--- src/switch_command_retry_sender_assert.svh ---
// switch_command_retry_sender_assert.svh: assertion macros for the retry sender
// expects signals named clk and rst_n in the scope where a macro is used
`ifndef SWITCH_COMMAND_RETRY_SENDER_ASSERT_SVH
`define SWITCH_COMMAND_RETRY_SENDER_ASSERT_SVH

`ifndef SYNTHESIS

// same-cycle implication, checked out of reset
`define SCRS_ASSERT_NOW(lbl, pre, post) \
  lbl: assert property (@(posedge clk) disable iff (!rst_n) (pre) |-> (post)) \
    else $error("scrs assertion failed");

// next-cycle implication, checked out of reset
`define SCRS_ASSERT_NEXT(lbl, pre, post) \
  lbl: assert property (@(posedge clk) disable iff (!rst_n) (pre) |=> (post)) \
    else $error("scrs assertion failed");

`else

`define SCRS_ASSERT_NOW(lbl, pre, post)
`define SCRS_ASSERT_NEXT(lbl, pre, post)

`endif

`endif

--- src/scrs_pkg.sv ---
// scrs_pkg: types and constants of the switch command retry sender
// no dependencies
`default_nettype none

package scrs_pkg;

  // protocol phases
  typedef enum logic [1:0] {
    PH_IDLE         = 2'd0,
    PH_SEND         = 2'd1,
    PH_WAIT_ACK     = 2'd2,
    PH_WAIT_RELEASE = 2'd3
  } phase_t;

  // configuration register indexes
  localparam logic [1:0] REG_RETRY_LIMIT       = 2'd0;
  localparam logic [1:0] REG_ACK_TIMEOUT       = 2'd1;
  localparam logic [1:0] REG_HOLD_TIME         = 2'd2;
  localparam logic [1:0] REG_RELEASE_THRESHOLD = 2'd3;

  // reset values of the configuration registers
  localparam logic [3:0]  RST_RETRY_LIMIT       = 4'd5;
  localparam logic [15:0] RST_ACK_TIMEOUT       = 16'd50;
  localparam logic [15:0] RST_HOLD_TIME         = 16'd2000;
  localparam logic [15:0] RST_RELEASE_THRESHOLD = 16'd1800;

  // color codes
  localparam logic [2:0] COLOR_RED   = 3'd0;
  localparam logic [2:0] COLOR_GREEN = 3'd1;
  localparam logic [2:0] COLOR_BLUE  = 3'd2;
  localparam logic [2:0] COLOR_WARM  = 3'd3;
  localparam logic [2:0] COLOR_COLD  = 3'd4;

  typedef struct packed {
    logic [3:0]  retry_limit;
    logic [15:0] ack_timeout;
    logic [15:0] hold_time;
    logic [15:0] release_threshold;
  } cfg_t;

  typedef struct packed {
    phase_t      phase;
    logic [2:0]  color;
    logic [3:0]  attempts;
    logic [15:0] timer;
  } state_t;

endpackage

`default_nettype wire

--- src/scrs_cfg.sv ---
// scrs_cfg: configuration register file of the retry sender
// depends on scrs_pkg
`default_nettype none

module scrs_cfg (
  input  wire logic          clk,
  input  wire logic          rst_n,
  input  wire logic          cfg_we,
  input  wire logic [1:0]    cfg_index,
  input  wire logic [15:0]   cfg_wdata,
  output scrs_pkg::cfg_t     cfg
);

  scrs_pkg::cfg_t cfg_r;
  scrs_pkg::cfg_t cfg_nxt;

  // register write decode
  always_comb begin
    cfg_nxt = cfg_r;
    if (cfg_we) begin
      unique case (cfg_index)
        scrs_pkg::REG_RETRY_LIMIT:       cfg_nxt.retry_limit       = cfg_wdata[3:0];
        scrs_pkg::REG_ACK_TIMEOUT:       cfg_nxt.ack_timeout       = cfg_wdata;
        scrs_pkg::REG_HOLD_TIME:         cfg_nxt.hold_time         = cfg_wdata;
        scrs_pkg::REG_RELEASE_THRESHOLD: cfg_nxt.release_threshold = cfg_wdata;
        default: ;
      endcase
    end
  end

  always_ff @(posedge clk) begin
    if (!rst_n) begin
      cfg_r.retry_limit       <= scrs_pkg::RST_RETRY_LIMIT;
      cfg_r.ack_timeout       <= scrs_pkg::RST_ACK_TIMEOUT;
      cfg_r.hold_time         <= scrs_pkg::RST_HOLD_TIME;
      cfg_r.release_threshold <= scrs_pkg::RST_RELEASE_THRESHOLD;
    end else begin
      cfg_r <= cfg_nxt;
    end
  end

  assign cfg = cfg_r;

endmodule

`default_nettype wire

--- src/scrs_step.sv ---
// scrs_step: one pass of the send/ack/retry rule, purely combinational
// depends on scrs_pkg
`default_nettype none

module scrs_step (
  input  wire scrs_pkg::state_t st,
  input  wire scrs_pkg::cfg_t   cfg,
  input  wire logic [4:0]    switch_levels,
  input  wire logic          ack_ok,
  input  wire logic          ack_nok,
  input  wire logic          tick,
  output scrs_pkg::state_t   st_nxt,
  output logic               send_strobe
);

  logic [15:0]   timer_dec;
  logic          timer_zero;
  logic          any_sw;
  logic [2:0]    pick;
  logic          have_attempts;
  scrs_pkg::phase_t phase_nxt;

  // tick decrements the standby timer, saturating at zero
  assign timer_dec     = (tick && (st.timer != 16'd0)) ? st.timer - 16'd1 : st.timer;
  assign timer_zero    = (timer_dec == 16'd0);
  assign any_sw        = |switch_levels;
  assign have_attempts = (st.attempts != 4'd0);

  // color priority: cold, warm, blue, green, red
  always_comb begin
    if (switch_levels[4])      pick = scrs_pkg::COLOR_COLD;
    else if (switch_levels[3]) pick = scrs_pkg::COLOR_WARM;
    else if (switch_levels[2]) pick = scrs_pkg::COLOR_BLUE;
    else if (switch_levels[1]) pick = scrs_pkg::COLOR_GREEN;
    else                       pick = scrs_pkg::COLOR_RED;
  end

  // next phase
  always_comb begin
    phase_nxt = st.phase;
    unique case (st.phase)
      scrs_pkg::PH_IDLE: begin
        if (any_sw) phase_nxt = scrs_pkg::PH_SEND;
      end
      scrs_pkg::PH_SEND: begin
        phase_nxt = have_attempts ? scrs_pkg::PH_WAIT_ACK : scrs_pkg::PH_IDLE;
      end
      scrs_pkg::PH_WAIT_ACK: begin
        // reject wins over a simultaneous acknowledge
        if (ack_nok || (!ack_ok && timer_zero)) phase_nxt = scrs_pkg::PH_SEND;
        else if (ack_ok && cfg.hold_time == 16'd0) phase_nxt = scrs_pkg::PH_SEND;
        else if (ack_ok) phase_nxt = scrs_pkg::PH_WAIT_RELEASE;
      end
      scrs_pkg::PH_WAIT_RELEASE: begin
        if (timer_zero || (!any_sw && timer_dec < cfg.release_threshold))
          phase_nxt = scrs_pkg::PH_IDLE;
      end
      default: phase_nxt = scrs_pkg::PH_IDLE;
    endcase
  end

  // data path and strobe
  always_comb begin
    st_nxt.phase    = phase_nxt;
    st_nxt.color    = st.color;
    st_nxt.attempts = st.attempts;
    st_nxt.timer    = timer_dec;
    send_strobe     = 1'b0;
    unique case (st.phase)
      scrs_pkg::PH_IDLE: begin
        if (any_sw) begin
          st_nxt.color    = pick;
          st_nxt.attempts = cfg.retry_limit;
        end
      end
      scrs_pkg::PH_SEND: begin
        if (have_attempts) begin
          st_nxt.attempts = st.attempts - 4'd1;
          st_nxt.timer    = cfg.ack_timeout;
          send_strobe     = 1'b1;
        end
      end
      scrs_pkg::PH_WAIT_ACK: begin
        if (ack_ok) st_nxt.timer = cfg.hold_time;
      end
      default: ;
    endcase
  end

endmodule

`default_nettype wire

--- src/switch_command_retry_sender.sv ---
// switch_command_retry_sender: top level of the stop-and-wait color command sender
// depends on scrs_pkg, scrs_cfg, scrs_step and switch_command_retry_sender_assert.svh
//
// Usage:
//   Input channel (in_valid/in_stall): one item per control-loop pass, holding
//   the five switch levels, the ack/nak flags and the millisecond tick.
//   Result channel (out_valid/out_stall): exactly one result item per input
//   item, in order: send strobe, held color code, phase and retries left.
//   Configuration: cfg_we writes cfg_wdata into register cfg_index (0 retry
//   limit, 1 ack timeout, 2 hold time, 3 release threshold); write only when
//   no item is in flight.
//   Flow: an accepted item waits in the input register, then passes the step
//   rule into the result register once that is free. Throughput: one item
//   per cycle while out_stall is low; the step rule between the input register
//   and the result register is purely combinational, and the protocol state
//   updates as each item moves into the result register.
//   Stall: while out_stall holds a full result register, the input register
//   keeps its item and in_stall is raised; nothing is dropped.
//   Reset (rst_n low, synchronous): both registers empty, phase idle, color,
//   attempts and timer zero, configuration back to 5/50/2000/1800.
`default_nettype none

module switch_command_retry_sender (
  input  wire logic         clk,
  input  wire logic         rst_n,
  // input channel
  input  wire logic         in_valid,
  output logic              in_stall,
  input  wire logic [4:0]   in_switch_levels,
  input  wire logic         in_ack_ok,
  input  wire logic         in_ack_nok,
  input  wire logic         in_tick,
  // result channel
  output logic              out_valid,
  input  wire logic         out_stall,
  output logic              out_send_strobe,
  output logic [2:0]        out_color_code,
  output logic [1:0]        out_phase,
  output logic [3:0]        out_retries_left,
  // configuration port
  input  wire logic         cfg_we,
  input  wire logic [1:0]   cfg_index,
  input  wire logic [15:0]  cfg_wdata
);

`include "switch_command_retry_sender_assert.svh"

  scrs_pkg::cfg_t   cfg;
  scrs_pkg::state_t st_r;
  scrs_pkg::state_t st_nxt;
  logic             strobe_nxt;

  logic             in_v_r;
  logic [4:0]       sw_r;
  logic             ok_r;
  logic             nok_r;
  logic             tick_r;

  logic             out_v_r;
  logic             strobe_r;
  logic [2:0]       color_r;
  logic [1:0]       phase_r;
  logic [3:0]       retries_r;

  logic             fire;

  // configuration registers
  scrs_cfg u_cfg (
    .clk       (clk),
    .rst_n     (rst_n),
    .cfg_we    (cfg_we),
    .cfg_index (cfg_index),
    .cfg_wdata (cfg_wdata),
    .cfg       (cfg)
  );

  // step rule on the registered item
  scrs_step u_step (
    .st            (st_r),
    .cfg           (cfg),
    .switch_levels (sw_r),
    .ack_ok        (ok_r),
    .ack_nok       (nok_r),
    .tick          (tick_r),
    .st_nxt        (st_nxt),
    .send_strobe   (strobe_nxt)
  );

  // handshake: input register moves on when the result register is free
  assign fire     = in_v_r && (!out_v_r || !out_stall);
  assign in_stall = in_v_r && !fire;

  // input register
  always_ff @(posedge clk) begin
    if (!rst_n) begin
      in_v_r <= 1'b0;
    end else if (!in_stall) begin
      in_v_r <= in_valid;
    end
  end

  always_ff @(posedge clk) begin
    if (in_valid && !in_stall) begin
      sw_r   <= in_switch_levels;
      ok_r   <= in_ack_ok;
      nok_r  <= in_ack_nok;
      tick_r <= in_tick;
    end
  end

  // protocol state
  always_ff @(posedge clk) begin
    if (!rst_n) begin
      st_r.phase    <= scrs_pkg::PH_IDLE;
      st_r.color    <= 3'd0;
      st_r.attempts <= 4'd0;
      st_r.timer    <= 16'd0;
    end else if (fire) begin
      st_r <= st_nxt;
    end
  end

  // result register
  always_ff @(posedge clk) begin
    if (!rst_n) begin
      out_v_r <= 1'b0;
    end else if (fire) begin
      out_v_r <= 1'b1;
    end else if (!out_stall) begin
      out_v_r <= 1'b0;
    end
  end

  always_ff @(posedge clk) begin
    if (fire) begin
      strobe_r  <= strobe_nxt;
      color_r   <= st_nxt.color;
      phase_r   <= st_nxt.phase;
      retries_r <= st_nxt.attempts;
    end
  end

  assign out_valid        = out_v_r;
  assign out_send_strobe  = strobe_r;
  assign out_color_code   = color_r;
  assign out_phase        = phase_r;
  assign out_retries_left = retries_r;

  // a strobe always leaves the block waiting for an acknowledge
  `SCRS_ASSERT_NOW(a_strobe_wait_ack, out_v_r && strobe_r, phase_r == scrs_pkg::PH_WAIT_ACK)
  // the input side only stalls behind a full, stalled result register
  `SCRS_ASSERT_NOW(a_stall_cause, in_stall, out_v_r && out_stall)
  // a send with attempts left uses one up
  `SCRS_ASSERT_NEXT(a_attempt_used,
    fire && st_r.phase == scrs_pkg::PH_SEND && st_r.attempts != 4'd0,
    st_r.attempts == $past(st_r.attempts) - 4'd1)

endmodule

`default_nettype wire

--- config.mk ---
export PLATFORM = sky130hd
export DESIGN_NAME = switch_command_retry_sender
export DESIGN_NICKNAME = d
export VERILOG_FILES = /design/src/scrs_pkg.sv /design/src/scrs_cfg.sv /design/src/scrs_step.sv /design/src/switch_command_retry_sender.sv
export VERILOG_INCLUDE_DIRS = /design/src /design/src/src
export SDC_FILE = /design/constraint.sdc
export NUM_CORES = 1
export LEC_CHECK = 0
export BUFFER_PORTS_ARGS = -buffer_cell sky130_fd_sc_hd__buf_2
export CAP_MARGIN = 10
export CORE_AREA = 2 2 143 131
export CTS_BUF_LIST = sky130_fd_sc_hd__clkbuf_4 sky130_fd_sc_hd__clkbuf_8
export DETAILED_ROUTE_END_ITERATION = 8
export DIE_AREA = 0 0 145 133
export PLACE_DENSITY = 0.45
export SYNTH_ARGS = -nofsm -noshare
export SYNTH_HDL_FRONTEND = slang
export SYNTH_SLANG_ARGS = --single-unit
--- constraint.sdc ---
create_clock -name clk -period 4 [get_ports clk]
set_clock_uncertainty 0.15 [all_clocks]
set_input_delay 0.2 -clock clk [delete_from_list [all_inputs] [get_ports clk]]
set_output_delay 0.2 -clock clk [all_outputs]
set_load 0.005 [all_outputs]
Word level (Yosys, flattened, before mapping):

Index checks and enable logic that the tools add are counted.

* add/subtract/negate cells: 2
* $mul: 0
* div/mod/pow operators: 0
* magnitude comparators: 1
* equality and inequality tests: 7
* shift-type cells: 0
* multiplexer cells: 21
* bitwise gates (word level): 0
* reductions and logical operators: 27

Operator list (number)
* $logic_not A16 Y1: 2
* $mux W16: 2
* $pmux W16 S2: 1
* $mux W20: 1
* $lt A16 B16 Y1: 1
* $reduce_bool A16 Y1: 1
* $sub A16 B1 Y16 const B: 1
* $mux W2: 6
* $mux W3: 4
* $eq A2 B2 Y1 const B: 4
* $pmux W2 S4: 1
* $pmux W4 S2: 1
* $reduce_and A2 Y1: 4
* $logic_and A1 B1 Y1: 7
* $mux W7: 1
* $logic_not A1 Y1: 6
* $reduce_or A5 Y1: 1
* $eq A2 B1 Y1 const B: 2
* $logic_not A2 Y1: 2
* $mux W1: 4
* $reduce_bool A4 Y1: 1
* $sub A4 B1 Y4 const B: 1
* $logic_or A1 B1 Y1: 3
* $ne A2 B1 Y1 const B: 1

* bits in registers: 97
* latch bits: 0
* memory bits (writable): 0
* memory bits (read-only): 0
* input bits: 31
* output and inout port bits: 12
* logic and storage cells: 76
* memories: 0

Depth between registers and ports, before layout:

* depth in word-level cells: 8
* mapped depth: 15
* depth with buffers taken out: 15

Modules after synthesis:

A second synthesis with hierarchy kept.

* cells, all modules: 627
* area total of the unflattened synthesis: 5509.0 µm²

By module, submodules not included
* scrs_cfg: times used 1, cells each 203, area each 2057.0 µm², sequential area each 1041.0 µm²
* scrs_step: times used 1, cells each 289, area each 1808.0 µm², sequential area each 0.0 µm²
* switch_command_retry_sender: times used 1, cells each 135, area each 1644.1 µm², sequential area each 1081.0 µm²

Worst setup path after synthesis:

Ideal clock, no wire load.

* path type: reg2reg
* from: reg st_r[4] (netlist bit)
* to: reg phase_r[0], in the netlist out_phase[0] (data pin)
* library setup time: 256 ps
* arrival time: 3623 ps
* data required time: 3594 ps
* path slack: -29 ps
* stages on the path, launching flop included: 14
* buffers on the path: 2
* clock period less this slack: 4029 ps
* cells stage by stage: dfxtp_1 -> buf_6 -> or4_4 -> or4_1 -> buf_2 -> or3_2 -> xnor2_1 -> ha_1 -> a21o_1 -> a21o_1 -> a2111oi_0 -> o311ai_1 -> a311o_1 -> o211a_1

RTL lines
* start, declared: RTL line switch_command_retry_sender.sv:49 `scrs_pkg::state_t st_r;`
* start signal, assigned: RTL line switch_command_retry_sender.sv:119 `st_r <= st_nxt;`
* end signal, assigned: RTL line switch_command_retry_sender.sv:138 `phase_r <= st_nxt.phase;`
* end, declared: RTL line switch_command_retry_sender.sv:62 `logic [1:0] phase_r;`

==> flow_summary.json <==
{
  "place_ws_ns": 0.003340,
  "die_y_um": 133,
  "cts_tree": "done",
  "die_x_um": 145,
  "max_clock_freq_mhz": 256.3,
  "io_buffers": 42,
  "drt-vias-per-instance": 5.106,
  "ys.flop_type": "dfxtp_1",
  "clock_path_buffers": 2,
  "peakVddDrop_uv": 150.4,
  "postRouteAntennaNets": 0,
  "diodes": 0,
  "syn_area_per_cell_sq_um": 8.449,
  "clockPowerShare": 0.308,
  "vias": 4795,
  "critical_path.startpoint_type": "register",
  "hold_viol_final": 0,
  "path_clk_slew_ns": 0.10,
  "grt_pass1_wl_um": 24940,
  "die-area_sq_um": 19290,
  "cp-end-kind": "register",
  "core-area_sq_um": 17940,
  "yosysWarningCount": 0,
  "grt_overflow": 0,
  "power_leakage_uw": 0.002462,
  "ys_types": 67,
  "grt_usage": 0.1663,
  "initial_utilization": 0.2916,
  "hp-class": "primary input to register",
  "grt_pass1_vias": 4467,
  "drc": 0,
  "post-route-period-util": 0.9754,
  "tns_ns": 0,
  "cp.required_ns": 4.00,
  "wl_per_cell_um": 17.06,
  "drive_gt1_frac": 0.1614,
  "path_class": "register to register",
  "mostFrequentLayoutCells": "nand2_1, dfxtp_1, buf_2",
  "layout_commonest_cell": "nand2_1",
  "status": "finished clean",
  "switching_share": 0.3015,
  "ys_ff_latch": 97,
  "rsz0062_at_grt": "false",
  "switching_power_uw": 727.2,
  "dr.pass1.iters": 6,
  "synth_area_sq_um": 5230,
  "internal_power_uw": 1685,
  "placementRows": 47,
  "synth_edf_count": 18,
  "antenna_found_initial": 0,
  "clkSinkCount": 97,
  "wl_um": 16020,
  "cts_buffers": 9,
  "period_minus_slack_ns": 3.902,
  "setup_viol": 0,
  "seq_area_frac_synth": 0.4057,
  "maxCapViolations": 0,
  "grt_max_degree": 80,
  "finalWeightedCongestion": 0.9203,
  "netlist_instances": 619,
  "drv_slew": 0,
  "ys_async_sr_fraction": 0,
  "cp_max_fo": 3,
  "synth_nets": 671,
  "clkLatencyLatePin_ns": 0.38,
  "setup_slack_ns": 0.09846,
  "io_pins": 43,
  "htreeDepth": 3,
  "seq_power_share": 0.449,
  "area_growth_pct": 22.30,
  "drtIter0Drc": 367,
  "final_nets": 741,
  "worstPathArrival_ns": 3.90,
  "place_hpwl_um": 11190,
  "clockRootBuffer": "clkbuf_8",
  "relSlewSlack": 0.3341,
  "fillCellCount": 1886,
  "power_frac_comb": 0.243,
  "worst_pin_slew_ns": 0.9977,
  "power_density_nw_per_um2": 377.1
}
[timing repair]
action,CTS,global route
buffers inserted,0,1
pin swaps,1,11
hold buffers,26,0
resized for setup,2,17
setup endpoints to repair,2,2
hold endpoints to repair,62,0
[stage by stage]
step / instance area (sq um) / power (uW) / utilization / hold slack (ns) / instances
detailed placement: 5784 / 1624 / 0.3225 / 0.2291 / 896
global route: 6396 / 2540 / 0.3566 / 0.1703 / 939
global placement: 5784 / 1622 / 0.3225 / 0.2283 / 896
CTS: 6276 / 2400 / 0.3499 / 0.1255 / 938
floorplan: 5231 / 1441 / - / 0.1489 / 619
finish: 6396 / 2412 / 0.3566 / 0.1525 / 939
[cell usage after synthesis, types with 6 or more instances]
| library cell | count | share of area |
|---|---|---|
| o21ai_0 | 23 | 0.022 |
| nor4_1 | 9 | 0.011 |
| nand3_1 | 21 | 0.020 |
| a22oi_1 | 8 | 0.011 |
| nand4_1 | 8 | 0.0096 |
| a22o_1 | 15 | 0.025 |
| mux2i_1 | 6 | 0.011 |
| a21boi_0 | 39 | 0.056 |
| clkbuf_1 | 32 | 0.023 |
| dfxtp_1 | 79 | 0.30 |
| nor2b_1 | 9 | 0.011 |
| edfxtp_1 | 18 | 0.10 |
| nor3b_1 | 14 | 0.020 |
| ha_1 | 21 | 0.050 |
| or2_2 | 6 | 0.0072 |
| nor2_1 | 37 | 0.027 |
| nor3_1 | 11 | 0.011 |
| a221oi_1 | 8 | 0.013 |
| inv_1 | 29 | 0.021 |
| a21oi_1 | 13 | 0.012 |
| nand2_1 | 122 | 0.088 |
| a21o_1 | 6 | 0.0086 |
[sequential cells by signal, summed over array words and instances, names as in the netlist, 2 cells and up]
name	count
u_cfg.cfg	52
out_retries_left	4
out_phase	2
st_r	25
out_color_code	3
sw_r	5
[cells by family (layout without fill, tap and decap cells)]
kind of cell	count (synthesis)	count (layout)	share of synthesized area
simple gates	274	274	0.2612
compound gates	146	146	0.2038
flops	97	97	0.4057
buf+inv	66	141	0.05191
fa+ha+maj	21	21	0.05024
xor+xnor	8	8	0.01340
mux	7	7	0.01364
[metal layers]
layer,GRT usage,vias to the layer above,wire length (um)
met3,0.02483,21,966
met2,0.2503,157,6911
met1,0.2420,2263,7885
met4,0.05831,0,261
met5,0,-,0
li1,-,2354,-
[final timing paths]
path / endpoint / depth (start not counted) / slack [ns] / start
hold reg to reg: u_cfg.cfg[11] / 2 / 0.32 / u_cfg.cfg[11]
setup reg to reg: out_phase[0] / 11 / 0.1 / st_r[4]
hold / removal: u_cfg.cfg[48] / 4 / 0.15 / cfg_index[1]
setup / recovery: out_phase[0] / 11 / 0.1 / st_r[4]
[final cells by class]
cell class | instances | area [sq um] | area share
multi-input combinational | 456 | 2959 | 0.4626
sequential | 97 | 2123 | 0.3320
timing repair buffer | 95 | 673.1 | 0.1052
tap | 245 | 306.5 | 0.04793
clock buffer | 13 | 153.9 | 0.02406
inverter | 30 | 112.6 | 0.01761
clock inverter | 3 | 67.56 | 0.01056
[worst max-delay path, stage by stage, from the launching register on]
cell and delay, ns:
dfxtp_2 0.33, or4_4 0.54, or4_4 0.54, or3_4 0.36
xnor2_2 0.15, ha_1 0.19, a21o_1 0.18, a21o_1 0.20
a2111oi_4 0.34, o311ai_4 0.17, a311o_1 0.41, o211a_1 0.12
[power by group through the flow]
stage | sequential, uW | clock (uW) | combinational (uW)
floorplan | 1090 | 0 | 348
global placement | 1100 | 0 | 519
detailed placement | 1100 | 0 | 520
CTS | 1080 | 771 | 547
global route | 1090 | 804 | 645
finish | 1080 | 743 | 586
Note: power is estimated with default switching activity, not from simulation.
